<file path="src/rtl/pcla_pkg.sv">
// ----------------------------------------------------------------------------
// pcla_pkg
// Shared types and constants of the per-class label accuracy counter.
// ----------------------------------------------------------------------------
`default_nettype none

package pcla_pkg;

    localparam int COLOR_W    = 24;
    localparam int ACTION_W   = 2;
    localparam int INDEX_W    = 5;
    localparam int CNT_OUT_W  = 25;
    localparam int PERMILLE_W = 10;

    localparam logic [PERMILLE_W-1:0] PERMILLE_MAX = 10'd1000;

    localparam logic [ACTION_W-1:0] ACT_DISCOVER = 2'd0;
    localparam logic [ACTION_W-1:0] ACT_COMPARE  = 2'd1;
    localparam logic [ACTION_W-1:0] ACT_REPORT   = 2'd2;

    typedef struct packed {
        logic [ACTION_W-1:0] action;
        logic [COLOR_W-1:0]  label_color;
        logic [COLOR_W-1:0]  predicted_color;
    } t_in_item;

    typedef struct packed {
        logic [INDEX_W-1:0]    class_index;
        logic [COLOR_W-1:0]    class_color;
        logic [CNT_OUT_W-1:0]  correct_count;
        logic [CNT_OUT_W-1:0]  wrong_count;
        logic [CNT_OUT_W-1:0]  pixel_count;
        logic [PERMILLE_W-1:0] correct_permille;
        logic [PERMILLE_W-1:0] wrong_permille;
        logic [PERMILLE_W-1:0] share_permille;
        logic                  is_total;
        logic                  is_last;
    } t_out_item;

    typedef struct packed {
        logic cap;
        logic look;
        logic apply;
        logic rep_start;
        logic row_load;
        logic tot_load;
        logic out_load;
        logic row_next;
        logic rep_end;
    } t_cmd;

    typedef struct packed {
        logic [ACTION_W-1:0] action;
        logic                div_done;
        logic                row_last;
        logic                tbl_empty;
    } t_sts;

endpackage

`default_nettype wire

</file>
<file path="src/rtl/pcla_ctrl.sv">
// ----------------------------------------------------------------------------
// pcla_ctrl
// Controller: sequences lookup, update and the report rows.
// ----------------------------------------------------------------------------
`default_nettype none

module pcla_ctrl (
    input  wire logic           i_clk,
    input  wire logic           i_rst_n,
    input  wire logic           i_in_valid,
    output logic                o_in_stall,
    output logic                o_out_valid,
    input  wire logic           i_out_stall,
    input  wire pcla_pkg::t_sts i_sts,
    output pcla_pkg::t_cmd      o_cmd
);

    typedef enum logic [8:0] {
        S_IDLE    = 9'b000000001,
        S_LOOK    = 9'b000000010,
        S_APPLY   = 9'b000000100,
        S_ROW_LD  = 9'b000001000,
        S_ROW_DIV = 9'b000010000,
        S_ROW_OUT = 9'b000100000,
        S_TOT_LD  = 9'b001000000,
        S_TOT_DIV = 9'b010000000,
        S_TOT_OUT = 9'b100000000
    } t_state;

    t_state r_state;
    t_state n_state;

    always_comb begin
        n_state     = r_state;
        o_cmd       = '0;
        o_in_stall  = 1'b1;
        o_out_valid = 1'b0;
        case (r_state)
            S_IDLE: begin
                o_in_stall = 1'b0;
                if (i_in_valid) begin
                    o_cmd.cap = 1'b1;
                    n_state   = S_LOOK;
                end
            end
            S_LOOK: begin
                o_cmd.look = 1'b1;
                if (i_sts.action == pcla_pkg::ACT_REPORT) begin
                    o_cmd.rep_start = 1'b1;
                    n_state = i_sts.tbl_empty ? S_TOT_LD : S_ROW_LD;
                end else if (i_sts.action == pcla_pkg::ACT_DISCOVER
                        || i_sts.action == pcla_pkg::ACT_COMPARE) begin
                    n_state = S_APPLY;
                end else begin
                    n_state = S_IDLE;
                end
            end
            S_APPLY: begin
                o_cmd.apply = 1'b1;
                n_state     = S_IDLE;
            end
            S_ROW_LD: begin
                o_cmd.row_load = 1'b1;
                n_state        = S_ROW_DIV;
            end
            S_ROW_DIV: begin
                if (i_sts.div_done) begin
                    o_cmd.out_load = 1'b1;
                    n_state        = S_ROW_OUT;
                end
            end
            S_ROW_OUT: begin
                o_out_valid = 1'b1;
                if (!i_out_stall) begin
                    if (i_sts.row_last) begin
                        n_state = S_TOT_LD;
                    end else begin
                        o_cmd.row_next = 1'b1;
                        n_state        = S_ROW_LD;
                    end
                end
            end
            S_TOT_LD: begin
                o_cmd.tot_load = 1'b1;
                n_state        = S_TOT_DIV;
            end
            S_TOT_DIV: begin
                if (i_sts.div_done) begin
                    o_cmd.out_load = 1'b1;
                    n_state        = S_TOT_OUT;
                end
            end
            S_TOT_OUT: begin
                o_out_valid = 1'b1;
                if (!i_out_stall) begin
                    o_cmd.rep_end = 1'b1;
                    n_state       = S_IDLE;
                end
            end
            default: begin
                n_state = S_IDLE;
            end
        endcase
    end

    always_ff @(posedge i_clk) begin
        if (!i_rst_n) begin
            r_state <= S_IDLE;
        end else begin
            r_state <= n_state;
        end
    end

endmodule

`default_nettype wire

</file>
<file path="config.mk">
export PLATFORM = sky130hd
export DESIGN_NAME = pcla_ctrl
export DESIGN_NICKNAME = d
export VERILOG_FILES = /design/src/rtl/pcla_pkg.sv /design/src/rtl/pcla_ctrl.sv
export SDC_FILE = /design/constraint.sdc
export NUM_CORES = 1
export LEC_CHECK = 0
export ABC_CLOCK_PERIOD_IN_PS = 3100
export BUFFER_PORTS_ARGS = -buffer_cell sky130_fd_sc_hd__buf_2
export CORE_ASPECT_RATIO = 0.9
export CORE_MARGIN = 2
export CORE_UTILIZATION = 35
export CTS_CLUSTER_SIZE = 30
export DETAILED_ROUTE_END_ITERATION = 10
export PLACE_DENSITY_LB_ADDON = 0.15
export SYNTH_ARGS = -nofsm -noshare
export SYNTH_HDL_FRONTEND = slang
export SYNTH_SLANG_ARGS = --single-unit
export TNS_END_PERCENT = 5
</file>
<file path="constraint.sdc">
create_clock -name i_clk -period 3.1 [get_ports i_clk]
set_input_delay 0.31 -clock i_clk [delete_from_list [all_inputs] [get_ports i_clk]]
set_output_delay 0.31 -clock i_clk [all_outputs]
set_load 0.005 [all_outputs]
</file>
==> results_dict.tcl, run 1 <==
set metrics [dict create \
    ir_worst_vdd_mv 0.129 \
    cts_hold_buf 0 \
    die_h_um 45.1 \
    cts_buffer_depth 2 \
    grt_pass1_vias 598 \
    required_ns 2.79 \
    wl_per_cell_um 12.3 \
    via_count 650 \
    worstMarginPinSlew_ns 0.361 \
    antennaDiodeCount 0 \
    fill_cells 199 \
    mappedNetlistNets 91 \
    htreeDepth 1 \
    rows 14 \
    netlist_instances 82 \
    gr-total-overflow 0 \
    rsz0062_at_grt "false" \
    via_per_inst 5.28 \
    syn_avg_cell_area_um2 8.01 \
    regArea_um2 180 \
    synth_area_um2 657 \
    whs_path_depth 2 \
    hold_violations 0 \
    grt_max_degree 11 \
    first_pass_iters 4 \
    fin_crit_sh_pct 73.1 \
    skew_ns 0.00430 \
    clk_pin_slew_ns 0.06 \
    status "complete, no violations" \
    reg2regPathDepth 5 \
    worst_setup_path_start_kind "register" \
    slew_headroom_pct 75.9 \
    crit_type "reg2out" \
    fp.dieW_um 49.7 \
    cp_data_arrival_time_ns 1.95 \
    r2r_setup_slack_ns 1.08 \
    grt_pass1_wl_um 2680 \
    ant_nets 0 \
    end_kind "output port" \
    setup_viol 0 \
    final_cells 123 \
    drc 0 \
    cts_root_buf "clkbuf_4" \
    drv_cap 0 \
    cts_buffers 3 \
    fmax_mhz 442 \
    totalWireLength_um 1520 \
    coreArea_um2 1720 \
    io_buffers 19 \
    p_leak_nw 0.318 \
    yosys_register_bits 9 \
    fin_tns_setup_ns 0 \
    grt_util_all_layers_pct 15.6 \
    yosysUniqueCellTypes 37 \
    final_max_slew_viol_count 0 \
    hp-class "in2reg" \
    cts_sinks 9 \
    gp_congestion 0.756 \
    reg_top3 "r_state x9" \
    first_iter_violations 10 \
    top_register "r_state" \
    fin_crit_ns 2.26 \
    ios 20 \
    initial_core_util_pct 38.3 \
    yosys_warnings 0 \
    nets 109 \
    largest_reg_flops 9 \
    post_cts_resized 0 \
    syn_to_final_growth_pct 18.5 \
    yosysSeqAreaShare_pct 27.4 \
    crit_fanout 7 \
    grt_antenna_before_repair 0 \
    dieArea_um2 2240 \
    cts_tree "yes" \
    drive_above_1_share_pct 30.3 \
    placed_cells 119 \
    multi_input_area_um2 435 \
    place_hpwl_um 1130 \
    postCtsSetupBuffers 0 \
    clock_latency_ns 0.26 \
    powerDensity_nw_per_um2 340 \
]
## cell families (layout without fill, tap and decap cells)
kind of cell	count (synthesis)	in the layout	share of synthesized area, %
XOR/XNOR	4	4	5.33
AO/OA/AOI/OAI	12	12	15.4
buffers and inverters	9	26	6.29
multiplexers	2	2	3.05
AND/OR/NAND/NOR	46	46	42.5
flip-flops	9	9	27.4
## power breakdown
group	internal (mW)	total, mW	switching [mW]	leakage, nW
clock	0.0496	0.0906	0.0410	0.0150
sequential	0.119	0.123	0.00409	0.0729
combinational	0.0242	0.0513	0.0271	0.230
total	0.192	0.265	0.0723	0.318
## metrics by stage
step	utilization, %	area, um2	hold WS, ns	setup WS, ns	power (mW)
2_1_floorplan	-	657	0.389	1.17	0.162
3_5_place_dp	43.8	752	0.530	1.11	0.176
5_1_grt	45.3	778	0.271	0.749	0.279
6_report	45.3	778	0.258	0.835	0.265
4_1_cts	45.3	778	0.254	0.827	0.268
3_3_place_gp	43.8	752	0.534	1.12	0.176
## synthesized netlist by cell type
library cell / count / share of area [%]
a21oi_1: 2 / 1.5
o21bai_1: 1 / 1.1
o21a_1: 1 / 1.1
or3_4: 1 / 1.7
nand4b_1: 1 / 1.3
nor2_1: 7 / 4.0
nor3_1: 7 / 5.3
o21ai_1: 1 / 0.76
xnor2_1: 4 / 5.3
or4b_2: 1 / 1.5
o21ai_0: 1 / 0.76
o21bai_4: 1 / 2.9
nor3b_1: 3 / 3.4
nand3b_1: 1 / 1.1
a21boi_0: 1 / 1.1
or3_1: 3 / 2.9
nor4b_1: 1 / 1.3
a22oi_1: 1 / 1.1
nor4_1: 2 / 1.9
nand3_1: 2 / 1.5
or2_2: 1 / 0.95
clkbuf_1: 5 / 2.9
a32oi_1: 1 / 1.3
o311ai_0: 1 / 1.3
o2bb2ai_2: 1 / 2.3
inv_1: 3 / 1.7
or4b_1: 1 / 1.5
and3_1: 2 / 1.9
buf_6: 1 / 1.7
mux2i_1: 2 / 3.0
nor2b_1: 2 / 1.9
nor4_2: 1 / 1.9
dfxtp_1: 9 / 27
nor3_2: 1 / 1.5
or4_4: 1 / 1.7
and2_1: 1 / 0.95
nand2_1: 7 / 4.0
## per-layer routing
layer / global-route usage (%) / share of wire, %
met1: 22.2 / 55
met2: 23.2 / 41
met3: 2.98 / 3.6
met4: 6.67 / 0.79
met5: 0 / 0
## final timing paths
| check | start | to |
|---|---|---|
| setup / recovery | r_state[2] | o_cmd[2] |
| hold / removal | i_sts[4] | r_state[2] |
| setup reg to reg | r_state[2] | r_state[5] |
| hold reg to reg | r_state[5] | r_state[5] |
## cells in the final DEF, fill, tap and decap left out, types with 2 or more instances in the layout
cell type and instances:
inv_1 3, nor3_1 7, nor2_1 7, nor4_1 2, buf_2 19, nand2_1 7
xnor2_1 4, dfxtp_1 9, nor3b_1 3, clkbuf_4 3, nand3_1 2, or3_1 3
nor2b_1 2, a21oi_1 2, and3_1 2, mux2i_1 2
## area by class of cell
| type | count | area share, % |
|---|---|---|
| clock buffers | 4 | 3.38 |
| inverters | 3 | 1.45 |
| multi-input cells | 64 | 55.9 |
| flip-flops and latches | 9 | 23.2 |
| well taps | 24 | 3.86 |
| repair buffers | 19 | 12.2 |
## worst max-delay path, stage by stage (launching register included)
cell     delay, ns
dfxtp_1       0.34
or4_4         0.60
or3_4         0.37
nor4b_1       0.23
buf_2         0.16
Power figures use the tool's default switching activity.
==> inputs of run 2 (changes only) <==
Settings changed: ABC_AREA set to 1, ABC_CLOCK_PERIOD_IN_PS 3100 to 1900.
Clock period 3.1 ns to 1.9 ns, I/O delays scaled along.
==> run 2 against run 1 <==
  * Sequential cell count is the same
  * Via count grew 5.4%
  * Non-clock buffer count is the same
  * Cell area grew 3.1%
  * Largest cell class unchanged
  * Sequential share of layout area shrank 0.69 points
  * Critical path type unchanged
  * Largest power group is now combinational logic
  * Global-route usage shrank 0.20 points
  * Synthesized cell count grew 32%
==> results_dict.tcl, run 2 <==
set metrics [dict create \
    post_cts_resized 0 \
    coreArea_um2 1720 \
    yosysTopAreaCell "dfxtp_1" \
    final_max_slew_viol_count 0 \
    fp.dieW_um 49.4 \
    mappedNetlistNets 117 \
    synth_area_um2 651 \
    cts_buffers 3 \
    antennaDiodeCount 0 \
    setup_viol 0 \
    hold_violations 0 \
    powerDensity_nw_per_um2 1150 \
    yosysSeqAreaShare_pct 27.7 \
    cts_hold_buf 0 \
    final_cell_mix "nand2_1, nor2_1, buf_2, inv_1, dfxtp_1" \
    status "complete, no violations" \
    fin_crit_ns 1.69 \
    synth.top_cells.by_count "nand2_1, nor2_1, inv_1" \
    largest_reg_flops 9 \
    netlist_instances 108 \
    syn_to_final_growth_pct 23.3 \
    die_h_um 44.9 \
    skew_ns 0.00782 \
    ir_worst_vdd_mv 0.764 \
    yosys_register_bits 9 \
    via_count 685 \
    hold_end "r_state[4]" \
    grt_pass1_wl_um 2570 \
    yosys_warnings 0 \
    crit_type "reg2out" \
    fmax_mhz 593 \
    end_kind "output port" \
    syn_avg_cell_area_um2 6.02 \
    worst_setup_path_start_kind "register" \
    gr-total-overflow 0 \
    drive_above_1_share_pct 29.8 \
    worst_r2r_endpoint "r_state[8]" \
    htreeDepth 1 \
    p_leak_nw 0.438 \
    fill_cells 190 \
    fin_crit_sh_pct 88.8 \
    drc 0 \
    initial_core_util_pct 37.9 \
    ant_nets 0 \
    cp_data_arrival_time_ns 1.50 \
    crit_fanout 5 \
    whs_path_depth 3 \
    yosysUniqueCellTypes 19 \
    ys_top_cells_by_area "dfxtp_1, nand2_1, nor2_1, inv_1, nand2_2" \
    cts_sinks 9 \
    nets 141 \
    io_buffers 19 \
    reg2regPathDepth 10 \
    fin_tns_setup_ns 0 \
    clock_latency_ns 0.27 \
    cts_buffer_depth 2 \
    slew_headroom_pct 81.3 \
    drv_cap 0 \
    dieArea_um2 2220 \
    place_hpwl_um 1260 \
    final_util_pct 46.7 \
    worstMarginPinSlew_ns 0.279 \
    total_power_mw 0.920 \
    synthMostInstantiatedCell "nand2_1" \
    required_ns 1.71 \
    grt_pass1_vias 620 \
    first_iter_violations 19 \
    via_per_inst 4.42 \
    synth-async-reset-ratio_pct 0 \
    reg_top3 "r_state x9" \
    cts_tree "yes" \
    whs_ns 0.169 \
    clk_pin_slew_ns 0.07 \
    layout_commonest_cell "nand2_1" \
    synth_top_area_share_pct 27.7 \
    gp_congestion 0.802 \
    grt_util_all_layers_pct 15.4 \
    totalWireLength_um 1510 \
    hp-class "in2reg" \
    synthFlopType "dfxtp_1" \
    rows 14 \
    crit-reg2reg-launch "r_state[4]" \
    ios 20 \
    r2r_setup_slack_ns 0.54 \
    rsz0062_at_grt "false" \
    postCtsSetupBuffers 0 \
    synth-edff-count 0 \
    cts_root_buf "clkbuf_4" \
    grt_antenna_before_repair 0 \
    min_from "i_rst_n" \
    grt_max_degree 11 \
    top_register "r_state" \
    wl_per_cell_um 9.77 \
    first_pass_iters 4 \
]
-- run 2: layout make-up --
class	instances	area (um2)	share of cell area [%]
Clock buffer	4	26.3	3.28
Multi-Input combinational cell	80	399	49.8
Sequential cell	9	180	22.5
Tap cell	24	30.0	3.74
Timing Repair Buffer	19	95.1	11.9
Inverter	19	71.3	8.89
-- run 2: how the worst max path moves through the flow --
stage | startpoint | end | slack [ns]
floorplan | r_state[0] | o_cmd[1] | 0.67
global placement | r_state[0] | o_cmd[1] | 0.50
detailed placement | r_state[0] | o_cmd[1] | 0.49
finish | r_state[0] | o_cmd[1] | 0.21
CTS | r_state[0] | o_cmd[1] | 0.20
global route | r_state[0] | o_cmd[1] | 0.08
-- run 2: report_power, final --
group / internal [mW] / leakage [nW] / switching, mW
Sequential: 0.227 / 0.0733 / 0.0364
Clock: 0.0811 / 0.0150 / 0.0707
Combinational: 0.179 / 0.350 / 0.326
Total: 0.487 / 0.438 / 0.433
-- run 2: per-layer routing --
metal | GRT usage (%) | vias up | wire length (um)
met5 | 0 | - | 0
met3 | 5.30 | 2 | 62
met4 | 6.11 | 0 | 14
met2 | 25.1 | 14 | 704
met1 | 19.1 | 292 | 733
li1 | - | 377 | -
-- run 2: cells by family (layout without fill, tap and decap cells) --
kind of cell | Yosys count | after routing | synth area share (%)
and+or+nand+nor | 76 | 76 | 57.7
buffers and inverters | 19 | 42 | 11.0
DFF | 9 | 9 | 27.7
AOI/OAI and AO/OA | 4 | 4 | 3.65
-- run 2: through the flow --
step,area (um2),std cells,worst slack (ns)
final,802,155,0.214
after global routing,802,155,0.0783
after CTS,802,155,0.204
after detailed placement,776,151,0.493
after global placement,776,151,0.498
after floorplan,651,108,0.669
-- run 2: worst max-delay path, cell delays in order, from the launching register on --
cell,delay (ns)
dfxtp_1,0.35
nor2_4,0.18
nand2_2,0.08
nor2_2,0.12
nand2_2,0.08
or2_1,0.23
nor2_1,0.08
buf_2,0.12
==> inputs of run 3 (changes only) <==
Settings changed: MAX_ROUTING_LAYER set to met4, PLACE_DENSITY_LB_ADDON 0.15 to unset.
==> run 3 against run 2 <==
  * Combinational power is 1% higher
  * Via count rose by 3.4%
  * Global-route usage up 0.91 points
  * Sequential cell count unchanged
  * Worst setup slack better by 0.020 ns
  * Clock skew is 0.0068 ns lower
  * Worst hold slack improved by 0.0064 ns
  * First-iteration DRC count is 21% lower
  * Register-to-register slack hardly changed
  * Non-clock buffer count unchanged
  * Cell area stayed put
==> results_dict.tcl, run 3 (synthesis results as in run 2) <==
set metrics [dict create \
    antennaDiodeCount 0 \
    fp.dieW_um 49.4 \
    r2r_setup_slack_ns 0.53 \
    via_per_inst 4.57 \
    whs_path_depth 3 \
    worst_r2r_endpoint "r_state[8]" \
    clk_pin_slew_ns 0.06 \
    initial_core_util_pct 37.9 \
    grt_util_all_layers_pct 16.3 \
    slew_headroom_pct 76.4 \
    syn_to_final_growth_pct 23.3 \
    crit_fanout 5 \
    coreArea_um2 1720 \
    hold_end "r_state[5]" \
    grt_antenna_before_repair 0 \
    totalWireLength_um 1510 \
    htreeDepth 1 \
    grt_pass1_vias 668 \
    cts_sinks 9 \
    setup_viol 0 \
    gp_congestion 0.805 \
    p_leak_nw 0.438 \
    fmax_mhz 600 \
    skew_ns 0.00104 \
    hold_violations 0 \
    min_from "i_rst_n" \
    cts_buffers 3 \
    first_iter_violations 15 \
    cts_tree "yes" \
    io_buffers 19 \
    fin_crit_ns 1.67 \
    wl_per_cell_um 9.75 \
    rows 14 \
    dp_slack_ns 0.500 \
    place_hpwl_um 1260 \
    ant_nets 0 \
    largest_reg_flops 9 \
    setup_ws_ns 0.233 \
    worstMarginPinSlew_ns 0.351 \
    fin_tns_setup_ns 0 \
    final_area_um2 802 \
    top_register "r_state" \
    worst_setup_path_start_kind "register" \
    powerDensity_nw_per_um2 1150 \
    dieArea_um2 2220 \
    grt_max_degree 11 \
    crit_top_cell "nand2_2" \
    clock_latency_ns 0.26 \
    ir_worst_vdd_mv 0.534 \
    drv_cap 0 \
    fin_crit_sh_pct 87.7 \
    layout_commonest_cell "nand2_1" \
    slowest_delay_ns 0.34 \
    nets 141 \
    post_cts_resized 0 \
    first_pass_iters 4 \
    status "complete, no violations" \
    hp-class "in2reg" \
    final_cell_mix "nand2_1, nor2_1, buf_2, inv_1, dfxtp_1" \
    crit-reg2reg-launch "r_state[0]" \
    crit_chain "nor2_4 > nand2_2 > nor2_2 > nand2_2 > or2_1 > nor2_1 > buf_2" \
    reg_top3 "r_state x9" \
    required_ns 1.71 \
    final_max_slew_viol_count 0 \
    end_kind "output port" \
    final_cells 155 \
    die_h_um 44.9 \
    dpl-instance-area_um2 776 \
    drc 0 \
    rsz0062_at_grt "false" \
    cts_root_buf "clkbuf_4" \
    placed_cells 151 \
    grt_pass1_wl_um 2640 \
    postCtsSetupBuffers 0 \
    crit_type "reg2out" \
    reg2regPathDepth 8 \
    via_count 708 \
    ios 20 \
    cts_buffer_depth 2 \
    cts_hold_buf 0 \
    drive_above_1_share_pct 29.8 \
    fill_cells 200 \
    cp_slowest_cell "dfxtp_1" \
    cp_data_arrival_time_ns 1.48 \
    gr-total-overflow 0 \
]
-- run 3: layout make-up --
cell class                      instances  area, um2  share of cell area, %
Tap cell                               24       30.0                   3.74
Inverter                               19       71.3                   8.89
Sequential cell                         9        180                   22.5
Timing Repair Buffer                   19       95.1                   11.9
Clock buffer                            4       26.3                   3.28
Multi-Input combinational cell         80        399                   49.8
-- run 3: metrics by stage --
| stage | total power, mW | util (%) | hold WS, ns |
|---|---|---|---|
| 2_1_floorplan | 0.650 | - | 0.310 |
| 3_3_place_gp | 0.760 | 45.2 | 0.452 |
| 3_5_place_dp | 0.768 | 45.2 | 0.456 |
| 4_1_cts | 0.922 | 46.7 | 0.175 |
| 5_1_grt | 1.02 | 46.7 | 0.174 |
| 6_report | 0.919 | 46.7 | 0.176 |
-- run 3: worst max-delay path by stage --
stage / endpoint / slack [ns] / from
floorplan: o_cmd[1] / 0.67 / r_state[0]
global placement: o_cmd[1] / 0.54 / r_state[0]
detailed placement: o_cmd[1] / 0.50 / r_state[0]
CTS: o_cmd[1] / 0.21 / r_state[0]
global route: o_cmd[1] / 0.1 / r_state[0]
finish: o_cmd[1] / 0.23 / r_state[0]
-- run 3: power breakdown --
part | switching (mW) | leakage, nW | internal [mW] | total (mW)
clock network | 0.0672 | 0.0150 | 0.0810 | 0.148
logic | 0.331 | 0.350 | 0.180 | 0.511
registers | 0.0336 | 0.0733 | 0.227 | 0.261
-- run 3: metal layers --
layer	up-vias	GRT usage, %	share of wire [%]
li1	377	-	-
met1	308	19.4	50
met2	19	27.0	44
met3	4	1.99	4.1
met4	0	10.0	1.4
met5	-	-	0
-- run 3: worst max-delay path, delay by kind of cell, from the launching register on --
kind / cells / cell delay [ns]
AND/OR/NAND/NOR: 6 / 0.76
flip-flops: 1 / 0.34
buffers and inverters: 1 / 0.11
